==> src/design/hsc_pkg.sv <==
`timescale 1ns / 1ps

package hsc_pkg;

    localparam int CW_WIDTH    = 38;  // codeword field width
    localparam int LEN_WIDTH   = 6;
    localparam int DATA_BITS   = 32;  // data_value / decoded_value width
    localparam int POS_COUNT   = 63;  // positions a 6-bit length can name
    localparam int CHECK_SLOTS = 6;   // check positions 1, 2, 4, .. 32
    localparam int DATA_SLOTS  = POS_COUNT - CHECK_SLOTS;

    localparam logic CMD_ENCODE = 1'b0;
    localparam logic CMD_DECODE = 1'b1;

    localparam logic [1:0] STATUS_OK        = 2'd0;
    localparam logic [1:0] STATUS_CORRECTED = 2'd1;
    localparam logic [1:0] STATUS_BEYOND    = 2'd2;

    typedef struct packed {
        logic                 command;
        logic [DATA_BITS-1:0] data_value;
        logic [CW_WIDTH-1:0]  codeword;
        logic [LEN_WIDTH-1:0] code_length;
    } req_t;

    typedef struct packed {
        logic [CW_WIDTH-1:0]  codeword;
        logic [LEN_WIDTH-1:0] length;
        logic [DATA_BITS-1:0] decoded;
        logic [LEN_WIDTH-1:0] syndrome;
        logic [1:0]           status;
    } result_t;

    // One-based position of the j-th data slot (positions that are not powers of two)
    function automatic int data_pos(input int j);
        int cnt;
        int pos;
        cnt = -1;
        pos = 0;
        for (int p = 1; p <= POS_COUNT; p++) begin
            if ((p & (p - 1)) != 0) begin
                cnt = cnt + 1;
                if (cnt == j) begin
                    pos = p;
                end
            end
        end
        return pos;
    endfunction

    // Codeword bits covered by check bit 2^b
    function automatic logic [CW_WIDTH-1:0] cover_mask(input int b);
        logic [CW_WIDTH-1:0] mask;
        mask = '0;
        for (int q = 1; q <= CW_WIDTH; q++) begin
            if ((q & (1 << b)) != 0) begin
                mask[q-1] = 1'b1;
            end
        end
        return mask;
    endfunction

    // Fewest check bits k with 2^k >= m + k + 1
    function automatic logic [2:0] check_bits(input logic [LEN_WIDTH-1:0] m);
        logic [2:0] k;
        k = 3'd7;
        for (int kk = CHECK_SLOTS; kk >= 0; kk--) begin
            if ((1 << kk) >= (int'(m) + kk + 1)) begin
                k = 3'(kk);
            end
        end
        return k;
    endfunction

endpackage

==> src/design/hsc_encoder.sv <==
`timescale 1ns / 1ps

module hsc_encoder #(
    parameter int DATA_WIDTH = 32
) (
    input  logic [hsc_pkg::DATA_BITS-1:0] value,
    output hsc_pkg::result_t              result
);
    import hsc_pkg::*;

    localparam int KeepBits = (DATA_WIDTH < DATA_BITS) ? DATA_WIDTH : DATA_BITS;
    localparam logic [DATA_BITS-1:0] KeepMask = DATA_BITS'((64'd1 << KeepBits) - 64'd1);

    logic [DATA_BITS-1:0] val;
    logic [DATA_BITS-1:0] rev;
    logic [DATA_BITS-1:0] aligned;
    logic [LEN_WIDTH-1:0] msb_count;
    logic [2:0]           check_count;
    logic [CW_WIDTH-1:0]  data_word;
    logic [CW_WIDTH-1:0]  full_word;

    always_comb
    begin
        val = value & KeepMask;
        msb_count = '0;
        for (int i = 0; i < DATA_BITS; i++) begin
            if (val[i]) begin
                msb_count = LEN_WIDTH'(i + 1);
            end
        end
        for (int i = 0; i < DATA_BITS; i++) begin
            rev[i] = val[DATA_BITS-1-i];
        end
        // put the top significant bit in data slot 0
        aligned = rev >> (LEN_WIDTH'(DATA_BITS) - msb_count);
        data_word = '0;
        for (int j = 0; j < DATA_BITS; j++) begin
            data_word[data_pos(j)-1] = aligned[j];
        end
        full_word = data_word;
        for (int b = 0; b < CHECK_SLOTS; b++) begin
            full_word[(1 << b) - 1] = ^(data_word & cover_mask(b));
        end
        check_count = check_bits(msb_count);
    end

    always_comb
    begin
        result.codeword = full_word;
        result.length   = msb_count + LEN_WIDTH'(check_count);
        result.decoded  = '0;
        result.syndrome = '0;
        result.status   = STATUS_OK;
    end

endmodule

==> config.mk <==
export PLATFORM = sky130hd
export DESIGN_NAME = hsc_encoder
export DESIGN_NICKNAME = d
export VERILOG_FILES = /design/src/design/hsc_pkg.sv /design/src/design/hsc_encoder.sv
export SDC_FILE = /design/constraint.sdc
export NUM_CORES = 1
export LEC_CHECK = 0
export BUFFER_PORTS_ARGS = -buffer_cell sky130_fd_sc_hd__buf_2
export CAP_MARGIN = 10
export CORE_MARGIN = 1.5
export CORE_UTILIZATION = 50
export DETAILED_ROUTE_END_ITERATION = 8
export PLACE_DENSITY = 0.8
export SYNTH_ARGS = -nofsm -noshare
export SYNTH_HDL_FRONTEND = slang
export SYNTH_SLANG_ARGS = --single-unit
==> constraint.sdc <==
create_clock -name vclk -period 12.5
set_input_delay 1.25 -clock vclk [all_inputs]
set_output_delay 1.25 -clock vclk [all_outputs]
set_load 0.05 [all_outputs]
* Word level (Yosys, flattened, before mapping)
Index checks and enable logic that the tools add are counted.
Operators by class: $add $sub $neg 14, magnitude comparators 7, shift operators 1, muxes and demuxes 39, reduce and logical (&&, ||, !) cells 6
Operators by type and width (number):
- parity 38 bit | 6
- two-way mux 5 bit | 16
- adder 32 x 2 -> 32 bit, second input constant | 2
- adder 7 x 1 -> 8 bit, second input constant | 4
- greater-or-equal comparator 3 x 32 -> 1 bit, first input constant | 1
- greater-or-equal comparator 4 x 32 -> 1 bit, first input constant | 1
- greater-or-equal comparator 5 x 32 -> 1 bit, first input constant | 1
- greater-or-equal comparator 6 x 32 -> 1 bit, first input constant | 1
- greater-or-equal comparator 8 x 32 -> 1 bit, first input constant | 1
- two-way mux 4 bit | 8
- right shift 32 x 6 -> 32 bit | 1
- two-way mux 3 bit | 10
- adder 6 x 3 -> 7 bit, second input constant | 3
- adder 6 x 2 -> 7 bit, second input constant | 2
- greater-or-equal comparator 6 x 8 -> 1 bit, first input constant | 1
- adder 6 x 1 -> 7 bit, second input constant | 1
- greater-or-equal comparator 1 x 7 -> 1 bit, first input constant | 1
- adder 6 x 3 -> 6 bit | 1
- two-way mux 6 bit | 1
- subtractor 6 bit, first input constant | 1
- two-way mux 2 bit | 2
- two-way mux 1 bit | 2
Storage, ports and cells: register bits 0, input bits 32, output and inout port bits 84, logic and storage cells 67

* Longest topological paths before layout
Gate-level depths: netlist of the first run.
depth in word-level cells 43, gate-level depth with buffers 29, depth with buffers taken out 25

* Worst setup path after synthesis of the first run
Ideal clock, no wire load.
kind input port to output port, from input port value[1] in the netlist's numbering, to output port result[47] in the netlist's numbering, data arrival time 7330 ps, required time 11250 ps, setup slack 3920 ps, cell stages on the path 22, path buffers 9, path through buf_2 > nand2b_1 > a221o_1 > a2111oi_2 > o211a_1 > buf_6 > buf_6 > buf_6 > buf_2 > ha_1 > clkbuf_1 > buf_1 > buf_2 > clkbuf_1 > a21o_1 > o22ai_1 > a21oi_1 > o21ai_1 > o22ai_1 > xnor2_1 > xnor3_1 > xnor2_1
RTL lines:
- start, declared | line hsc_encoder.sv:6 | input logic [hsc_pkg::DATA_BITS-1:0] value,
- end, declared | line hsc_encoder.sv:7 | output hsc_pkg::result_t result

==> results of run 1 <==
synth_stat cells (8+ instances only):
master,n
mux2i_1,62
nor2_1,62
buf_4,42
nand2_1,42
xnor2_1,33
a21oi_1,24
inv_1,23
nand3_1,17
nor3_1,16
ha_1,15
clkbuf_1,13
o21ai_0,13
buf_2,12
mux4_2,12
o22ai_1,10
and2_1,8
buf_6,8
xnor3_1,8
xor2_1,8
routing by layer:
metal / up-vias / share of wire, %
li1: 1994 / -
met3: 18 / 6.7
met2: 203 / 46
met5: - / 0
met1: 1993 / 46
met4: 0 / 1.9
worst max-delay path: cells and delay by family:
family          cells  cell delay (ns)
mux                 1             0.44
xor+xnor            3             0.88
fa+ha+maj           1             0.41
simple gates        2             0.29
buf+inv             4             1.11
compound gates      8             2.76
metrics by stage:
step                setup slack (ns)  hold slack (ns)  utilization (%)
floorplan                       3.92             3.02                -
global placement                4.26             3.12             53.2
detailed placement              4.12             3.12             53.2
CTS                             4.12             3.12             53.2
global route                    3.65             3.16             53.2
finish                          4.07             3.12             53.2
power groups by stage:
stage	sequential [W]	clock, W	combinational (W)
3_5_place_dp	0	0	0.000689
4_1_cts	0	0	0.000691
6_report	0	0	0.000693
2_1_floorplan	0	0	0.000585
3_3_place_gp	0	0	0.000679
5_1_grt	0	0	0.000735
cells by family (layout without fill, tap and decap cells):
logic type / Yosys count / in the layout / share of synthesized area [%]
AO/OA/AOI/OAI: 117 / 117 / 20.9
XOR/XNOR: 52 / 52 / 14.2
adder cells (fa/ha/maj): 16 / 16 / 4.95
buffers and inverters: 104 / 104 / 15.0
multiplexers: 82 / 82 / 23.5
other: 1 / 40 / 0.0894
AND/OR/NAND/NOR: 182 / 182 / 21.4
layout make-up:
| type | count | area share [%] |
|---|---|---|
| Inverter | 24 | 2.13 |
| Timing Repair Buffer | 80 | 9.44 |
| Multi-Input combinational cell | 489 | 85.4 |
| Tap cell | 105 | 3.02 |
path summary, 6_finish.rpt:
path              slack [ns]  cells past startpoint         end
setup / recovery        4.07                     19  result[49]
hold / removal          3.12                      5  result[83]
==> impl_metrics.toml, run 1 <==
[floorplanning]
dieArea_sq_mm = 0.00894
fp-row-count = 33
initial_core_util_pct = 51.3
fp.coreArea_sq_mm = 0.00818
die_w_um = 94.6
die_h_um = 94.6
io_pins = 116

[cts]
holdBufCountCts = 0
cts.repair.resized = 0
cts_setup_buffers = 0

[synth]
synth_area_leaders = "mux2i_1 15%, buf_4 7.5%, xnor2_1 6.9%"
yosysTopAreaCell = "mux2i_1"
ys_types = 81
syn_inst = 554
synth_area_per_cell_sq_um = 7.57
syn_area_sq_mm = 0.00419
yosysWarnings = 0
yosysTopAreaCellShare_pct = 14.8
seq_area_frac_synth_pct = 0

[pwr]
p_comb_share_pct = 100.0
p_clk_share_pct = 0
p_int_w = 0.000232
switching_power_w = 0.000461
leakagePower_nw = 2.13
pwr-share-seq_pct = 0
ir_worst_vdd_mv = 0.160
fin_total_pwr_w = 0.000693
switching_share_pct = 66.5
power_density_mw_per_mm2 = 159

[grt]
grt_pass1_vias = 3700
grt_pass1_wl_mm = 18.4
antenna_found_initial = 0
grt.busiest_layer = "met2"
grt_max_degree = 44
grt-ovfl-total = 0
grtUsageMet1_pct = 36.2
grt_use_total_pct = 25.0
grtUsageMet3_pct = 0.886
grt.met2_usage_pct = 41.8

[critical_path]
slowest_delay_ns = 0.80
start_kind = "primary input"
crit_type = "in -> out"
required_ns = 11.25
path_cells = "buf_2, nand2b_1, a221o_1, a2111oi_2, o211a_1, buf_4, inv_4, ha_1, nand2_1, a21o_1, o211a_1, mux4_2, a22oi_4, a21oi_1, a22oi_1, xnor3_1, xnor2_1, xnor3_1, buf_2"
arrival_ns = 7.18
crit_path_start = "value[1]"
endpoint_kind = "output port"
slowest_stage = "o211a_1"
cp_max_fo = 40

[place]
dp_hpwl_mm = 9.22
io_buffers = 76
place.detailed.instances = 698
place_area_sq_mm = 0.00435
gp_congestion = 0.937

[timing]
tns_ns = 0
rsz0062_at_grt = "false"
finalMaxSlewViolations = 0
hold_violations = 0
maxSlewHeadroom_pct = 24.6
worst_slew_pin_slew_ns = 1.13
final.min_clock_period_ns = 8.43
fmax_mhz = 119
setup_violations = 0
fin_crit_sh_pct = 67.4

[route]
antenna_left = 0
drt-total-wl_mm = 11.4
vias = 4208
drc_errors = 0
detail_route.wl_per_cell_um = 16.4
first_iter_violations = 453
avgViaCountPerCell = 6.03
first_pass_iters = 5

[finish]
final_area_sq_mm = 0.00435
drive_gt1_share_pct = 21.1
nClkBuffers = 0
multi_input_area_sq_mm = 0.00371
fillerInstances = 808
synthToLayoutAreaGrowth_pct = 3.67
finalNetCount = 643
design.seq.count = 0
final_common_cell = "buf_2"
layout.area.seq_sq_um = 0
layout.cells.non_filler = 698
antenna_cells = 0
layout_common_cells = "76 x buf_2, 62 x nor2_1, 62 x mux2i_1"

[run]
max_cap_violations = 0

[worst_hold_path]
holdCritStartpoint = "value[0]"
hold_class = "in -> out"

[run_status]
status = "completed"
Power figures use the tool's default switching activity.
==> run 2: changes to the inputs <==
- ABC_AREA: default -> 1
- PLACE_DENSITY: 0.8 -> 0.78
- clock period: 12.5 -> 8.65 ns (I/O delays scaled with it)
==> impl_metrics.toml, run 2 <==
[floorplanning]
io_pins = 116
die_w_um = 103
fp.coreArea_sq_mm = 0.00973
dieArea_sq_mm = 0.0106
die_h_um = 103
initial_core_util_pct = 51.1
fp-row-count = 36

[finish]
layout_common_cells = "388 x nand2_1, 273 x nand3_1, 100 x inv_1"
final_util_pct = 53.3
nClkBuffers = 0
layout.area.seq_sq_um = 0
drive_gt1_share_pct = 13.2
design.seq.count = 0
antenna_cells = 0
final_common_cell = "nand2_1"
synthToLayoutAreaGrowth_pct = 4.38
finalNetCount = 1125

[cts]
cts_setup_buffers = 0
cts.repair.resized = 0
holdBufCountCts = 0

[timing]
worst_slew_pin_slew_ns = 0.927
final.min_clock_period_ns = 7.41
hold_violations = 0
rsz0062_at_grt = "false"
fin_crit_sh_pct = 85.6
tns_ns = 0
setup_violations = 0
finalWorstSetupSlack_ns = 1.24
fmax_mhz = 135
whs_ns = 2.41
maxSlewHeadroom_pct = 38.2
finalMaxSlewViolations = 0

[synth]
yosysWarnings = 0
synth_area_leaders = "nand2_1 29%, nand3_1 27%, inv_1 7.5%"
seq_area_frac_synth_pct = 0
ys_top_cells_by_count = "388 x nand2_1, 273 x nand3_1, 100 x inv_1, 45 x buf_4, 44 x nor2_1"
ys_types = 48
yosysTopAreaCell = "nand2_1"
syn_inst = 1032
synth_area_per_cell_sq_um = 4.82
yosys.cell_count.top_type = "nand2_1"
syn_area_sq_mm = 0.00497
yosysTopAreaCellShare_pct = 29.3

[grt]
grt_use_total_pct = 29.3
grt_pass1_vias = 5658
grt-ovfl-total = 0
grt_max_degree = 53
antenna_found_initial = 0
grt_pass1_wl_mm = 25.4

[run]
max_cap_violations = 0

[route]
drt-total-wl_mm = 15.5
drc_errors = 0
detail_route.wl_per_cell_um = 12.9
avgViaCountPerCell = 5.44
first_pass_iters = 6
antenna_left = 0
first_iter_violations = 651
vias = 6573

[critical_path]
required_ns = 7.79
endpoint_kind = "output port"
crit_path_start = "value[2]"
crit_end = "result[44]"
arrival_ns = 6.54
cp_max_fo = 52
crit_type = "in -> out"
slowest_delay_ns = 0.44
slowest_stage = "nand2_4"
cp_common_cell = "nand2_1"
start_kind = "primary input"

[pwr]
power_density_mw_per_mm2 = 146
ir_worst_vdd_mv = 0.0994
fin_total_pwr_w = 0.000758
leakagePower_nw = 3.21

[worst_hold_path]
hold_class = "in -> out"
whs_path_depth = 4

[run_status]
status = "completed"

[place]
dp_slack_ns = 1.39
gp_congestion = 0.995
dp_hpwl_mm = 12.4
io_buffers = 76
[run 2: cell count changes after synthesis, moves of 14 or more]
cell     before  now
nor2_1       62   44
nand3_1      17  273
inv_1        23  100
nand2_2       1   17
mux2i_1      62    0
nand2_1      42  388
nor3_1       16    2
inv_2         0   14
xnor2_1      33    0
[run 2: kinds of logic (layout without fill, tap and decap cells)]
kind of cell / count (synthesis) / count (layout) / synth area share, %
adders and majority gates: 16 / 16 / 4.18
buffers and inverters: 195 / 199 / 19.4
AOI/OAI and AO/OA: 45 / 45 / 5.71
and+or+nand+nor: 763 / 763 / 68.3
other: 1 / 40 / 0.0754
xor gates and xnor gates: 12 / 12 / 2.26
[run 2: worst max-delay path, delay by kind of cell]
kind                     cells  cell delay, ns
AND/OR/NAND/NOR             36            3.02
AO/OA/AOI/OAI                4            0.59
buffers and inverters        7            1.08
adder cells (fa/ha/maj)      3            0.80
XOR/XNOR                     1            0.15
[run 2: report_power, final]
part / internal (W) / switching (W) / total [W]
clock: 0 / 0 / 0
sequential: 0 / 0 / 0
combinational: 0.000193 / 0.000565 / 0.000758
[run 2: worst min path at each step]
stage	start	to	slack (ns)
after CTS	value[31]	result[45]	2.40
final	value[31]	result[45]	2.41
after global placement	value[31]	result[45]	2.39
after floorplan	value[0]	result[82]	2.12
after global routing	value[31]	result[45]	2.48
after detailed placement	value[31]	result[45]	2.40
[run 2: final cells by class]
cell class / instances / area (sq um)
Tap cell: 133 / 166
Multi-Input combinational cell: 876 / 4150
Inverter: 116 / 438
Timing Repair Buffer: 83 / 433
Fill cell: 1092 / 4540
[run 2: metrics by stage]
step / std cells / area, sq um
after floorplan: 1071 / 5120
after global placement: 1208 / 5190
after detailed placement: 1208 / 5190
after CTS: 1208 / 5190
after global routing: 1208 / 5190
final: 1208 / 5190
[run 2: routing by layer]
metal	global-route usage (%)	routed length (um)	share of wire, %
met4	9.91	485	3.1
met3	2.44	1140	7.3
met5	0	0	0
met2	51.6	7280	47
met1	37.6	6630	43
